===== src/hdl/mitl_pkg.sv =====
// ----------------------------------------------------------------------------
// mitl_pkg
// Shared types and constants for the memory-image text loader: error codes,
// register indexes, character codes and the parser state record.
// ----------------------------------------------------------------------------
package mitl_pkg;

  typedef enum logic [2:0] {
    ERR_NONE       = 3'd0,
    ERR_BOUNDS     = 3'd1,
    ERR_HEX_IN_BIN = 3'd2,
    ERR_SYNTAX     = 3'd3,
    ERR_EARLY_END  = 3'd4
  } mitl_err_e;

  typedef enum logic [2:0] {
    REG_HEX_MODE    = 3'd0,
    REG_WORD_WIDTH  = 3'd1,
    REG_ARRAY_DEPTH = 3'd2,
    REG_ARRAY_BASE  = 3'd3,
    REG_START_ADDR  = 3'd4,
    REG_END_ADDR    = 3'd5
  } mitl_reg_e;

  localparam logic [7:0] CH_NL    = 8'h0A;
  localparam logic [7:0] CH_TAB   = 8'h09;
  localparam logic [7:0] CH_CR    = 8'h0D;
  localparam logic [7:0] CH_FF    = 8'h0C;
  localparam logic [7:0] CH_SPACE = 8'h20;
  localparam logic [7:0] CH_AT    = 8'h40;
  localparam logic [7:0] CH_SLASH = 8'h2F;
  localparam logic [7:0] CH_STAR  = 8'h2A;
  localparam logic [7:0] CH_UNDER = 8'h5F;

  localparam logic [6:0] WORD_WIDTH_MAX = 7'd64;

  typedef struct packed {
    logic [31:0] addr;
    logic        active;
    logic        in_num;
    logic        rd_addr;
    logic        skip_line;
    logic        skip_cmt;
    logic        pend_inc;
    logic [7:0]  prev_char;
    logic [63:0] acc;
    logic [31:0] line_no;
    mitl_err_e   err;
    logic [31:0] err_line;
  } mitl_state_t;

endpackage


===== src/hdl/memory_image_text_loader.sv =====
// ----------------------------------------------------------------------------
// memory_image_text_loader
// Parses a hex or binary memory-image text stream one character per item and
// emits one result item per character: an entry write, the latched error and
// a done flag on the end-of-file item.
// ----------------------------------------------------------------------------
// The block takes one character item in every clock cycle unless the result
// register is full and stalled, and returns one result item for each, which
// passes through the input register and then the result register; the parser
// state update is combinational between those registers. A load starts with
// the first item after reset or after an end-of-file item, from start_addr
// at line 1. Program the registers only while no item is in flight.
module memory_image_text_loader (
  input  logic         clk_i,
  input  logic         rst_ni,
  // input stream
  input  logic         s_axis_tvalid,
  output logic         s_axis_tready,
  input  logic [7:0]   s_axis_tdata,   // [7:0] char_code
  input  logic         s_axis_tuser,   // [0] func (1 = end of file)
  // result stream
  output logic         m_axis_tvalid,
  input  logic         m_axis_tready,
  // [31:0] write_index, [95:32] write_value, [98:96] error_code,
  // [130:99] error_line, [135:131] zero
  output logic [135:0] m_axis_tdata,
  output logic         m_axis_tuser,   // [0] write_enable
  output logic         m_axis_tlast,   // load_done
  // configuration
  input  logic         psel,
  input  logic         penable,
  input  logic         pwrite,
  input  logic [4:0]   paddr,
  input  logic [31:0]  pwdata,
  output logic [31:0]  prdata,
  output logic         pready
);
  import mitl_pkg::*;

  // configuration registers
  logic        hex_mode_q;
  logic [6:0]  word_width_q;
  logic [31:0] array_depth_q, array_base_q, start_addr_q, end_addr_q;

  logic      cfg_wr;
  mitl_reg_e cfg_idx;

  assign pready  = 1'b1;
  assign cfg_wr  = psel & penable & pwrite & pready;
  assign cfg_idx = mitl_reg_e'(paddr[4:2]);

  always_ff @(posedge clk_i or negedge rst_ni) begin
    if (!rst_ni) begin
      hex_mode_q    <= 1'b1;
      word_width_q  <= 7'd32;
      array_depth_q <= 32'd1024;
      array_base_q  <= 32'd0;
      start_addr_q  <= 32'd0;
      end_addr_q    <= 32'hFFFF_FFFF;
    end else if (cfg_wr) begin
      case (cfg_idx)
        REG_HEX_MODE:    hex_mode_q    <= pwdata[0];
        REG_WORD_WIDTH:  word_width_q  <= pwdata[6:0];
        REG_ARRAY_DEPTH: array_depth_q <= pwdata;
        REG_ARRAY_BASE:  array_base_q  <= pwdata;
        REG_START_ADDR:  start_addr_q  <= pwdata;
        REG_END_ADDR:    end_addr_q    <= pwdata;
        default: ;
      endcase
    end
  end

  always_comb begin
    unique case (cfg_idx)
      REG_HEX_MODE:    prdata = {31'd0, hex_mode_q};
      REG_WORD_WIDTH:  prdata = {25'd0, word_width_q};
      REG_ARRAY_DEPTH: prdata = array_depth_q;
      REG_ARRAY_BASE:  prdata = array_base_q;
      REG_START_ADDR:  prdata = start_addr_q;
      REG_END_ADDR:    prdata = end_addr_q;
      default:         prdata = 32'd0;
    endcase
  end

  // input register
  logic       in_valid_q;
  logic [7:0] in_char_q;
  logic       in_func_q;
  logic       advance;

  assign advance       = in_valid_q & (~m_axis_tvalid | m_axis_tready);
  assign s_axis_tready = ~in_valid_q | advance;

  always_ff @(posedge clk_i or negedge rst_ni) begin
    if (!rst_ni) begin
      in_valid_q <= 1'b0;
    end else if (s_axis_tready) begin
      in_valid_q <= s_axis_tvalid;
    end
  end

  always_ff @(posedge clk_i) begin
    if (s_axis_tready && s_axis_tvalid) begin
      in_char_q <= s_axis_tdata;
      in_func_q <= s_axis_tuser;
    end
  end

  // character decode
  logic        is_digit, is_space;
  logic [3:0]  dig_val;
  logic [6:0]  width_eff;
  logic [63:0] width_mask;

  always_comb begin
    is_digit = 1'b1;
    dig_val  = 4'd0;
    if (in_char_q >= "0" && in_char_q <= "9") begin
      dig_val = 4'(in_char_q - "0");
    end else if (in_char_q >= "a" && in_char_q <= "f") begin
      dig_val = 4'(in_char_q - "a" + 8'd10);
    end else if (in_char_q >= "A" && in_char_q <= "F") begin
      dig_val = 4'(in_char_q - "A" + 8'd10);
    end else begin
      is_digit = 1'b0;
    end
  end

  assign is_space = (in_char_q == CH_TAB) || (in_char_q == CH_SPACE) ||
                    (in_char_q == CH_CR)  || (in_char_q == CH_FF);

  assign width_eff  = (word_width_q == 7'd0) ? 7'd1 : word_width_q;
  assign width_mask = (width_eff >= WORD_WIDTH_MAX) ? {64{1'b1}}
                                                    : ~({64{1'b1}} << width_eff);

  // parser state update
  mitl_state_t state_q, state_d;
  logic        wr_en;
  logic [31:0] wr_idx;
  logic [63:0] wr_val, acc_base;
  logic        done;
  logic        out_of_range;

  always_comb begin
    state_d      = state_q;
    wr_en        = 1'b0;
    wr_idx       = 32'd0;
    wr_val       = 64'd0;
    done         = 1'b0;
    acc_base     = 64'd0;
    out_of_range = 1'b0;

    if (!state_q.active) begin
      state_d.addr      = start_addr_q;
      state_d.active    = 1'b1;
      state_d.in_num    = 1'b0;
      state_d.rd_addr   = 1'b0;
      state_d.skip_line = 1'b0;
      state_d.skip_cmt  = 1'b0;
      state_d.pend_inc  = 1'b0;
      state_d.prev_char = CH_SPACE;
      state_d.acc       = 64'd0;
      state_d.line_no   = 32'd1;
      state_d.err       = ERR_NONE;
      state_d.err_line  = 32'd0;
    end

    if (!in_func_q) begin
      if (state_d.err == ERR_NONE) begin
        if (in_char_q == CH_NL) begin
          state_d.line_no   = state_d.line_no + 32'd1;
          state_d.skip_line = 1'b0;
          if (state_d.in_num) state_d.rd_addr = 1'b0;
          state_d.in_num = 1'b0;
        end else if (is_space) begin
          if (state_d.in_num) state_d.rd_addr = 1'b0;
          state_d.in_num = 1'b0;
        end else if (state_d.skip_cmt && state_d.prev_char == CH_STAR &&
                     in_char_q == CH_SLASH) begin
          state_d.skip_cmt = 1'b0;
          if (state_d.in_num) state_d.rd_addr = 1'b0;
          state_d.in_num = 1'b0;
        end else if (!state_d.skip_line && !state_d.skip_cmt) begin
          if (state_d.prev_char == CH_SLASH && in_char_q == CH_STAR) begin
            state_d.skip_cmt = 1'b1;
          end else if (state_d.prev_char == CH_SLASH && in_char_q == CH_SLASH) begin
            state_d.skip_line = 1'b1;
          end else if (in_char_q == CH_SLASH || in_char_q == CH_UNDER) begin
            // slash may open a comment; underscore pads a number
          end else if (in_char_q == CH_AT) begin
            state_d.rd_addr  = 1'b1;
            state_d.in_num   = 1'b0;
            state_d.pend_inc = 1'b0;
          end else if (is_digit) begin
            // advance to the next entry on the first digit of a new word
            if (!state_d.in_num && state_d.pend_inc) begin
              state_d.addr     = state_d.addr + 32'd1;
              state_d.pend_inc = 1'b0;
            end
            if (state_d.rd_addr) begin
              state_d.addr   = {(state_d.in_num ? state_d.addr[27:0] : 28'd0), dig_val};
              state_d.in_num = 1'b1;
            end else begin
              state_d.pend_inc = 1'b1;
              out_of_range = ({1'b0, state_d.addr} < {1'b0, array_base_q}) ||
                             ({1'b0, state_d.addr} >= ({1'b0, array_base_q} +
                                                       {1'b0, array_depth_q}));
              if (out_of_range) begin
                state_d.err      = ERR_BOUNDS;
                state_d.err_line = state_d.line_no;
              end else if (!hex_mode_q && dig_val > 4'd1) begin
                state_d.err      = ERR_HEX_IN_BIN;
                state_d.err_line = state_d.line_no;
              end else begin
                acc_base = state_d.in_num ? state_d.acc : 64'd0;
                state_d.acc = (hex_mode_q ? {acc_base[59:0], dig_val}
                                          : {acc_base[62:0], dig_val[0]}) & width_mask;
                wr_en          = 1'b1;
                wr_idx         = state_d.addr - array_base_q;
                wr_val         = state_d.acc;
                state_d.in_num = 1'b1;
              end
            end
          end else begin
            state_d.err      = ERR_SYNTAX;
            state_d.err_line = state_d.line_no;
          end
        end
        state_d.prev_char = in_char_q;
      end
    end else begin
      if (state_d.pend_inc) begin
        state_d.addr     = state_d.addr + 32'd1;
        state_d.pend_inc = 1'b0;
      end
      if (state_d.err == ERR_NONE && end_addr_q != 32'hFFFF_FFFF &&
          state_d.addr != end_addr_q + 32'd1) begin
        state_d.err      = ERR_EARLY_END;
        state_d.err_line = state_d.line_no;
      end
      done           = 1'b1;
      state_d.active = 1'b0;
    end
  end

  always_ff @(posedge clk_i or negedge rst_ni) begin
    if (!rst_ni) begin
      state_q.addr      <= 32'd0;
      state_q.active    <= 1'b0;
      state_q.in_num    <= 1'b0;
      state_q.rd_addr   <= 1'b0;
      state_q.skip_line <= 1'b0;
      state_q.skip_cmt  <= 1'b0;
      state_q.pend_inc  <= 1'b0;
      state_q.prev_char <= CH_SPACE;
      state_q.acc       <= 64'd0;
      state_q.line_no   <= 32'd1;
      state_q.err       <= ERR_NONE;
      state_q.err_line  <= 32'd0;
    end else if (advance) begin
      state_q <= state_d;
    end
  end

  // result register
  logic         out_valid_q;
  logic [135:0] out_data_q;
  logic         out_we_q, out_done_q;

  always_ff @(posedge clk_i or negedge rst_ni) begin
    if (!rst_ni) begin
      out_valid_q <= 1'b0;
    end else if (advance) begin
      out_valid_q <= 1'b1;
    end else if (m_axis_tready) begin
      out_valid_q <= 1'b0;
    end
  end

  always_ff @(posedge clk_i) begin
    if (advance) begin
      out_data_q <= {5'd0, state_d.err_line, state_d.err, wr_val, wr_idx};
      out_we_q   <= wr_en;
      out_done_q <= done;
    end
  end

  assign m_axis_tvalid = out_valid_q;
  assign m_axis_tdata  = out_data_q;
  assign m_axis_tuser  = out_we_q;
  assign m_axis_tlast  = out_done_q;

  // checks
  a_write_no_error: assert property (@(posedge clk_i) disable iff (!rst_ni)
    (m_axis_tvalid && m_axis_tuser) |-> (m_axis_tdata[98:96] == ERR_NONE))
    else $error("write issued while an error is latched");

  a_write_not_done: assert property (@(posedge clk_i) disable iff (!rst_ni)
    m_axis_tvalid |-> !(m_axis_tuser && m_axis_tlast))
    else $error("end-of-file item carries a write");

  a_no_err_no_line: assert property (@(posedge clk_i) disable iff (!rst_ni)
    (m_axis_tvalid && m_axis_tdata[98:96] == ERR_NONE) |-> (m_axis_tdata[130:99] == 32'd0))
    else $error("error line set without an error");

  a_err_sticky: assert property (@(posedge clk_i) disable iff (!rst_ni)
    (state_q.active && state_q.err != ERR_NONE) |=> (state_q.err == $past(state_q.err)))
    else $error("latched error changed within a load");

  a_ready_when_empty: assert property (@(posedge clk_i) disable iff (!rst_ni)
    !m_axis_tvalid |-> s_axis_tready)
    else $error("input stalled while result register is empty");

endmodule


===== config.mk =====
export PLATFORM = sky130hd
export DESIGN_NAME = memory_image_text_loader
export DESIGN_NICKNAME = d
export VERILOG_FILES = /design/src/hdl/mitl_pkg.sv /design/src/hdl/memory_image_text_loader.sv
export SDC_FILE = /design/constraint.sdc
export NUM_CORES = 2
export LEC_CHECK = 0
export BUFFER_PORTS_ARGS = -buffer_cell sky130_fd_sc_hd__buf_2
export CAP_MARGIN = 20
export CORE_MARGIN = 4
export CORE_UTILIZATION = 25
export CTS_BUF_LIST = sky130_fd_sc_hd__clkbuf_4 sky130_fd_sc_hd__clkbuf_8
export CTS_CLUSTER_DIAMETER = 60
export DETAILED_ROUTE_END_ITERATION = 8
export PLACE_DENSITY = 0.38
export SYNTH_ARGS = -nofsm -noshare
export SYNTH_HDL_FRONTEND = slang
export SYNTH_SLANG_ARGS = --single-unit
export TNS_END_PERCENT = 10

===== constraint.sdc =====
create_clock -name clk_i -period 9.8 [get_ports clk_i]
set_clock_uncertainty 0.05 [all_clocks]
set_input_delay 0.98 -clock clk_i [delete_from_list [all_inputs] [get_ports clk_i]]
set_output_delay 0.98 -clock clk_i [all_outputs]
set_load 0.005 [all_outputs]

==> Yosys cells after proc, flatten, opt, wreduce, memory -nomap -nowiden <==
Cells that the tools add are included.
{ "word_totals": {"register_bits": 457, "latchBits": 0, "ramBits": 0, "romBits": 0, "output_inout_bits": 173, "elab_cells": 214, "mem_count": 0} }
{ "op_classes": {"n_addsub": 10, "n_mul": 0, "div": 0, "n_lt_le_gt_ge": 10, "n_eq_ne": 18, "shifts": 1, "mux": 103, "bitwise": 12, "n_reduce_logical": 34} }
{ "op_table": {"columns": ["cell", "count"], "rows": [
  ["$mux W64", 14],
  ["$mux W32", 27],
  ["$mux W35", 14],
  ["$pmux W32 S6", 1],
  ["$mux W177", 1],
  ["$mux W144", 1],
  ["$mux W104", 1],
  ["$add A32 B1 Y32 const B", 3],
  ["$and A64 B64 Y64", 1],
  ["$not A64 Y64", 1],
  ["$shl A64 B7 Y64 const A", 1],
  ["$mux W63", 1],
  ["$eq A8 B6 Y1 const B", 5],
  ["$add A32 B32 Y33", 1],
  ["$ge A32 B33 Y1", 1],
  ["$eq A8 B4 Y1 const B", 4],
  ["$lt A32 B32 Y1", 1],
  ["$ne A32 B32 Y1", 1],
  ["$ne A32 B32 Y1 const B", 1],
  ["$sub A32 B32 Y32", 1],
  ["$mux W1", 28],
  ["$mux W28", 1],
  ["$eq A8 B7 Y1 const B", 2],
  ["$ge A8 B7 Y1 const B", 2],
  ["27 further kinds", 74]
]} }

==> Logic depth before layout (Yosys ltp) <==
{ "logic_depth": {"ltp_word": 31, "ltp_mapped": 34} }

==> Least setup slack after synthesis <==
No wires, ideal clock.
{ "synth_path": {"path_type": "flip-flop to flip-flop", "from": "register state_q[144] in the netlist's numbering", "to": "register state_q[70] in the netlist's numbering", "setup_time_ns": 0.110, "arrival_ns": 7.438, "t_required_ns": 9.640, "setup_slack_ns": 2.202, "stages_incl_launch_ff": 35, "path_buffers": 12, "synth_period_minus_slack_ns": 7.598, "path_cell_list": "dfrtp_1 > buf_4 > buf_2 > buf_6 > buf_6 > buf_2 > buf_2 > buf_1 > clkbuf_1 > clkbuf_1 > a21o_1 > ha_1 > nand4b_1 > a21oi_2 > nand3_1 > nor2_1 > nand4_1 > or4_1 > xor2_1 > ha_1 > nand4_1 > nor4_1 > a211oi_1 > a2111o_1 > a41o_1 > o32a_1 > nand3b_1 > or2_1 > buf_2 > inv_2 > o21ai_1 > buf_2 > buf_2 > nand2_1 > o41ai_1"} }
{ "synth_via": {"elab_chain_cells": 30, "word_cells_on_any_way": 46} }
{ "synth_rtl": {"columns": ["item", "line_no", "source"], "rows": [
  ["start, declared", "memory_image_text_loader.sv:137", "mitl_state_t state_q, state_d;"],
  ["start signal, assigned", "memory_image_text_loader.sv:261", "state_q <= state_d;"],
  ["$mux W177 *", "memory_image_text_loader.sv:153", "if (!state_q.active) begin"],
  ["parallel branches: the longest is 28 deep, another holds $add A32 B1 Y32", null, null],
  ["$mux W104 *", "memory_image_text_loader.sv:168", "if (!in_func_q) begin"]
]} }
Every way passes the cells marked *. The select of a mux whose other input is x is not followed.
A chain may end at the register's enable or synchronous reset.

==> Final worst setup path <==
{ "layout_path": {"from": "register state_q[144] in the netlist's numbering", "to": "register state_q[28] in the netlist's numbering"} }
{ "layout_via": {"elab_chain_cells": 30, "word_cells_on_any_way": 49} }
{ "layout_rtl": {"columns": ["item", "line_no"], "rows": [
  ["$mux W177 *", "memory_image_text_loader.sv:153"],
  ["parallel branches: the longest is 28 deep, another holds $add A32 B1 Y32", null],
  ["$mux W35 *", "memory_image_text_loader.sv:168"]
]} }
Marked as above.

==> results by group <==
Worst setup path
  • Most Frequent Cell on Critical Path: buf_4
  • Levels on crit path: 25
  • Slowest CP cell: or4_1
  • CP top delay family: simple AND/OR/NAND/NOR gates
  • Worst-case reg-to-reg path depth: 25
  • WP buf/inv: 3
  • Critical path type: register to register
  • Worst Setup End Kind: register
  • Crit start category: register
  • Data required, critical path: 10.37 ns
  • CP max stage delay: 0.64 ns
  • Crit Path Max Fanout: 30
  • Worst EP arrival: 8.29 ns

STA
  • # setup viols final: 0
  • Worst-Margin Slew: 1.14 ns
  • Fmax: 0.130 GHz
  • RSZ-0062 raised after global routing: no
  • Final Hold Viols: 0
  • Setup TNS: 0 ns
  • Rel. slew slack: 0.242
  • Minimum clock period: 7.72 ns
  • Final Cycle Share: 0.788
  • Pins Over Slew Limit: 0

Route
  • Routed length per placed instance: 23.5 µm
  • DR vias/cell: 5.12
  • Drt first pass iters: 7
  • DRC viols: 0
  • Initial drt markers: 1733
  • Post-route ant nets: 0
  • Vias: 25.9k
  • DRT Wirelength: 119 mm

Logic synthesis
  • Post-synth ARST share: 0.689
  • Distinct cells, synth: 96
  • Syn avg cell area: 9.52 µm²
  • Seq/Total Area, Yosys: 0.405
  • Synth Instances: 3158
  • Top_reg_cell synth: dfrtp_1
  • Number of enable flip-flop cells after synthesis: 142
  • Cell Area, Synth: 30100 µm²
  • #FFs+latches synth: 456
  • YS warnings: 0

Placed design
  • PortBufs: 217
  • Placed cell count: 4863
  • Detailed placement HPWL: 86.1 mm
  • GPL Wtd Cong: 0.863

Global routing
  • Initial antenna violation count: 9
  • Total track usage: 0.184
  • Vias in the first global route: 26.0k
  • First-pass GRT wire length: 177 mm
  • Largest net degree at the start of global routing: 140
  • Congestion Overflow GR: 0

Floorplanning
  • Die height: 355 µm
  • # rows: 126
  • Die area: 126000 µm²
  • Ports: 226
  • Die Span X: 355 µm
  • Core region area: 119000 µm²
  • Initial Util: 0.253

Run status
  • Status: finished, final reports clean

Clock tree
  • Clk sinks: 456
  • Cts bufs inserted: 97
  • Clock Latency Late Sink: 0.78 ns
  • Clock Tree Buf Depth: 3
  • CTS Hold Bufs: 0
  • Post-CTS resize count: 0
  • Root buffer cell: clkbuf_8
  • H-tree levels: 3
  • Setup Buffers After CTS: 0
  • Clock slew at reported path FFs: 0.06 ns
  • CTS tree: done

Pwr
  • Leakage Power: 14.3 nW
  • Power per Cell Area: 213 nW/µm²
  • Peak VDD IR: 109 µV

Job
  • Total of max-cap violations: 0

Final layout
  • Nets: 3524
  • Final non-filler cell total: 5053
  • Area Overhead vs Synth: 17.9%
  • Layout fillers: 12.7k
  • Share of layout cells above drive strength 1: 0.196

Min path
  • Worst min-delay path category: input port to asynchronous set/reset pin
==> routing by layer <==
layer  wire, µm  share of wire  GRT usage  vias up
met1      55800           0.47      0.259    12800
met4       3480          0.029     0.0583        0
met5          0              0          0        -
met2      53000           0.45      0.288      715
met3       6530          0.055     0.0310      166
li1           -              -          -    12200
==> flip-flops by register name, indices dropped and copies added, names as in the netlist <==
signal,cells
array_base_q,32
array_depth_q,32
end_addr_q,32
hex_mode_q,1
in_char_q,8
in_func_q,1
in_valid_q,1
m_axis_tdata,131
m_axis_tlast,1
m_axis_tuser,1
m_axis_tvalid,1
start_addr_q,32
state_q,176
word_width_q,7
==> cells in the mapped netlist (39+ instances only) <==
cell	instances	share of area
ha_1	104	0.043
a21o_1	63	0.016
nor2_1	193	0.024
nand2b_1	49	0.010
xnor2_1	107	0.031
a211oi_1	89	0.022
nor3_1	62	0.010
o22ai_1	40	0.0083
a22o_1	48	0.014
mux2_2	124	0.046
o21ai_0	185	0.031
and2_1	39	0.0081
nand2_1	357	0.045
a21oi_1	154	0.026
dfrtp_1	277	0.23
nand4_1	68	0.014
edfxtp_1	142	0.14
xor2_1	84	0.024
inv_1	70	0.0087
clkbuf_1	128	0.016
nand3_1	85	0.014
mux2i_1	134	0.045
==> placed cells by master (no fill, tap or decap), types with 20 or more instances in the layout <==
| cell type | instances |
|---|---|
| nand2_1 | 356 |
| dfrtp_1 | 276 |
| buf_2 | 215 |
| nor2_1 | 187 |
| o21ai_0 | 184 |
| a21oi_1 | 153 |
| edfxtp_1 | 142 |
| mux2i_1 | 134 |
| mux2_2 | 124 |
| clkbuf_8 | 108 |
| xnor2_1 | 107 |
| ha_1 | 104 |
| a211oi_1 | 89 |
| nand3_1 | 85 |
| xor2_1 | 84 |
| inv_1 | 70 |
| buf_4 | 69 |
| nand4_1 | 68 |
| a21o_1 | 63 |
| nor3_1 | 62 |
| nand2b_1 | 49 |
| a22o_1 | 48 |
| o22ai_1 | 40 |
| and2_1 | 39 |
| dfstp_2 | 36 |
| a21boi_0 | 29 |
| and3_1 | 28 |
| clkbuf_4 | 28 |
| a221oi_1 | 23 |
| a32o_1 | 22 |
| o211ai_1 | 22 |
| nor2b_1 | 20 |
==> power by group <==
| group | switching, mW | internal [mW] |
|---|---|---|
| clock | 1.00 | 1.46 |
| sequential | 0.274 | 2.21 |
| combinational | 1.60 | 1.00 |
| total | 2.88 | 4.67 |
==> final timing paths <==
path,start,slack (ns),end
max in group asynchronous,rst_ni,7.57,array_base_q[1]
setup / recovery,state_q[144],2.08,state_q[28]
hold reg to reg,state_q[136],0.41,state_q[136]
hold / removal,rst_ni,0.15,state_q[23]
setup reg to reg,state_q[144],2.08,state_q[28]
min in group clk_i,s_axis_tuser,0.34,in_func_q
==> metrics by stage <==
| step | setup WS [ns] | hold WS, ns | area [µm²] | power, mW | util |
|---|---|---|---|---|---|
| 2_1_floorplan | 2.20 | 0.388 | 30100 | 4.19 | - |
| 3_3_place_gp | 2.12 | 0.405 | 33100 | 5.14 | 0.278 |
| 3_5_place_dp | 2.08 | 0.405 | 33100 | 5.12 | 0.278 |
| 4_1_cts | 2.09 | 0.110 | 35400 | 7.67 | 0.298 |
| 5_1_grt | 1.50 | 0.128 | 35400 | 8.06 | 0.299 |
| 6_report | 2.08 | 0.148 | 35400 | 7.55 | 0.299 |
==> cells by family (layout without fill, tap and decap cells) <==
kind of cell | after synthesis | after routing | synth area share
and+or+nand+nor | 1025 | 1025 | 0.169
AOI/OAI and AO/OA | 850 | 850 | 0.192
DFF | 456 | 456 | 0.405
buffers and inverters | 260 | 548 | 0.0355
muxes | 259 | 259 | 0.0918
xor gates and xnor gates | 200 | 200 | 0.0624
adders and majority gates | 106 | 106 | 0.0446
other | 2 | 9 | 0.000250
==> worst register-to-register path, delay by kind of cell, from the launching register on <==
kind | cells | cell delay (ns)
AO/OA/AOI/OAI | 8 | 2.15
XOR/XNOR | 1 | 0.50
adder cells (fa/ha/maj) | 2 | 0.53
buffers and inverters | 3 | 0.69
flip-flops | 1 | 0.62
AND/OR/NAND/NOR | 11 | 3.08
==> cell type report <==
type,instances,area (µm²),area share
diodes,3,7.51,0.000212
multi-input cells,2446,16900,0.478
clock inverters,48,624,0.0176
well taps,1600,2000,0.0565
inverters,73,282,0.00794
clock buffers,136,1700,0.0479
flip-flops and latches,456,12200,0.343
repair buffers,291,1730,0.0488
Power figures use the tool's default switching activity.
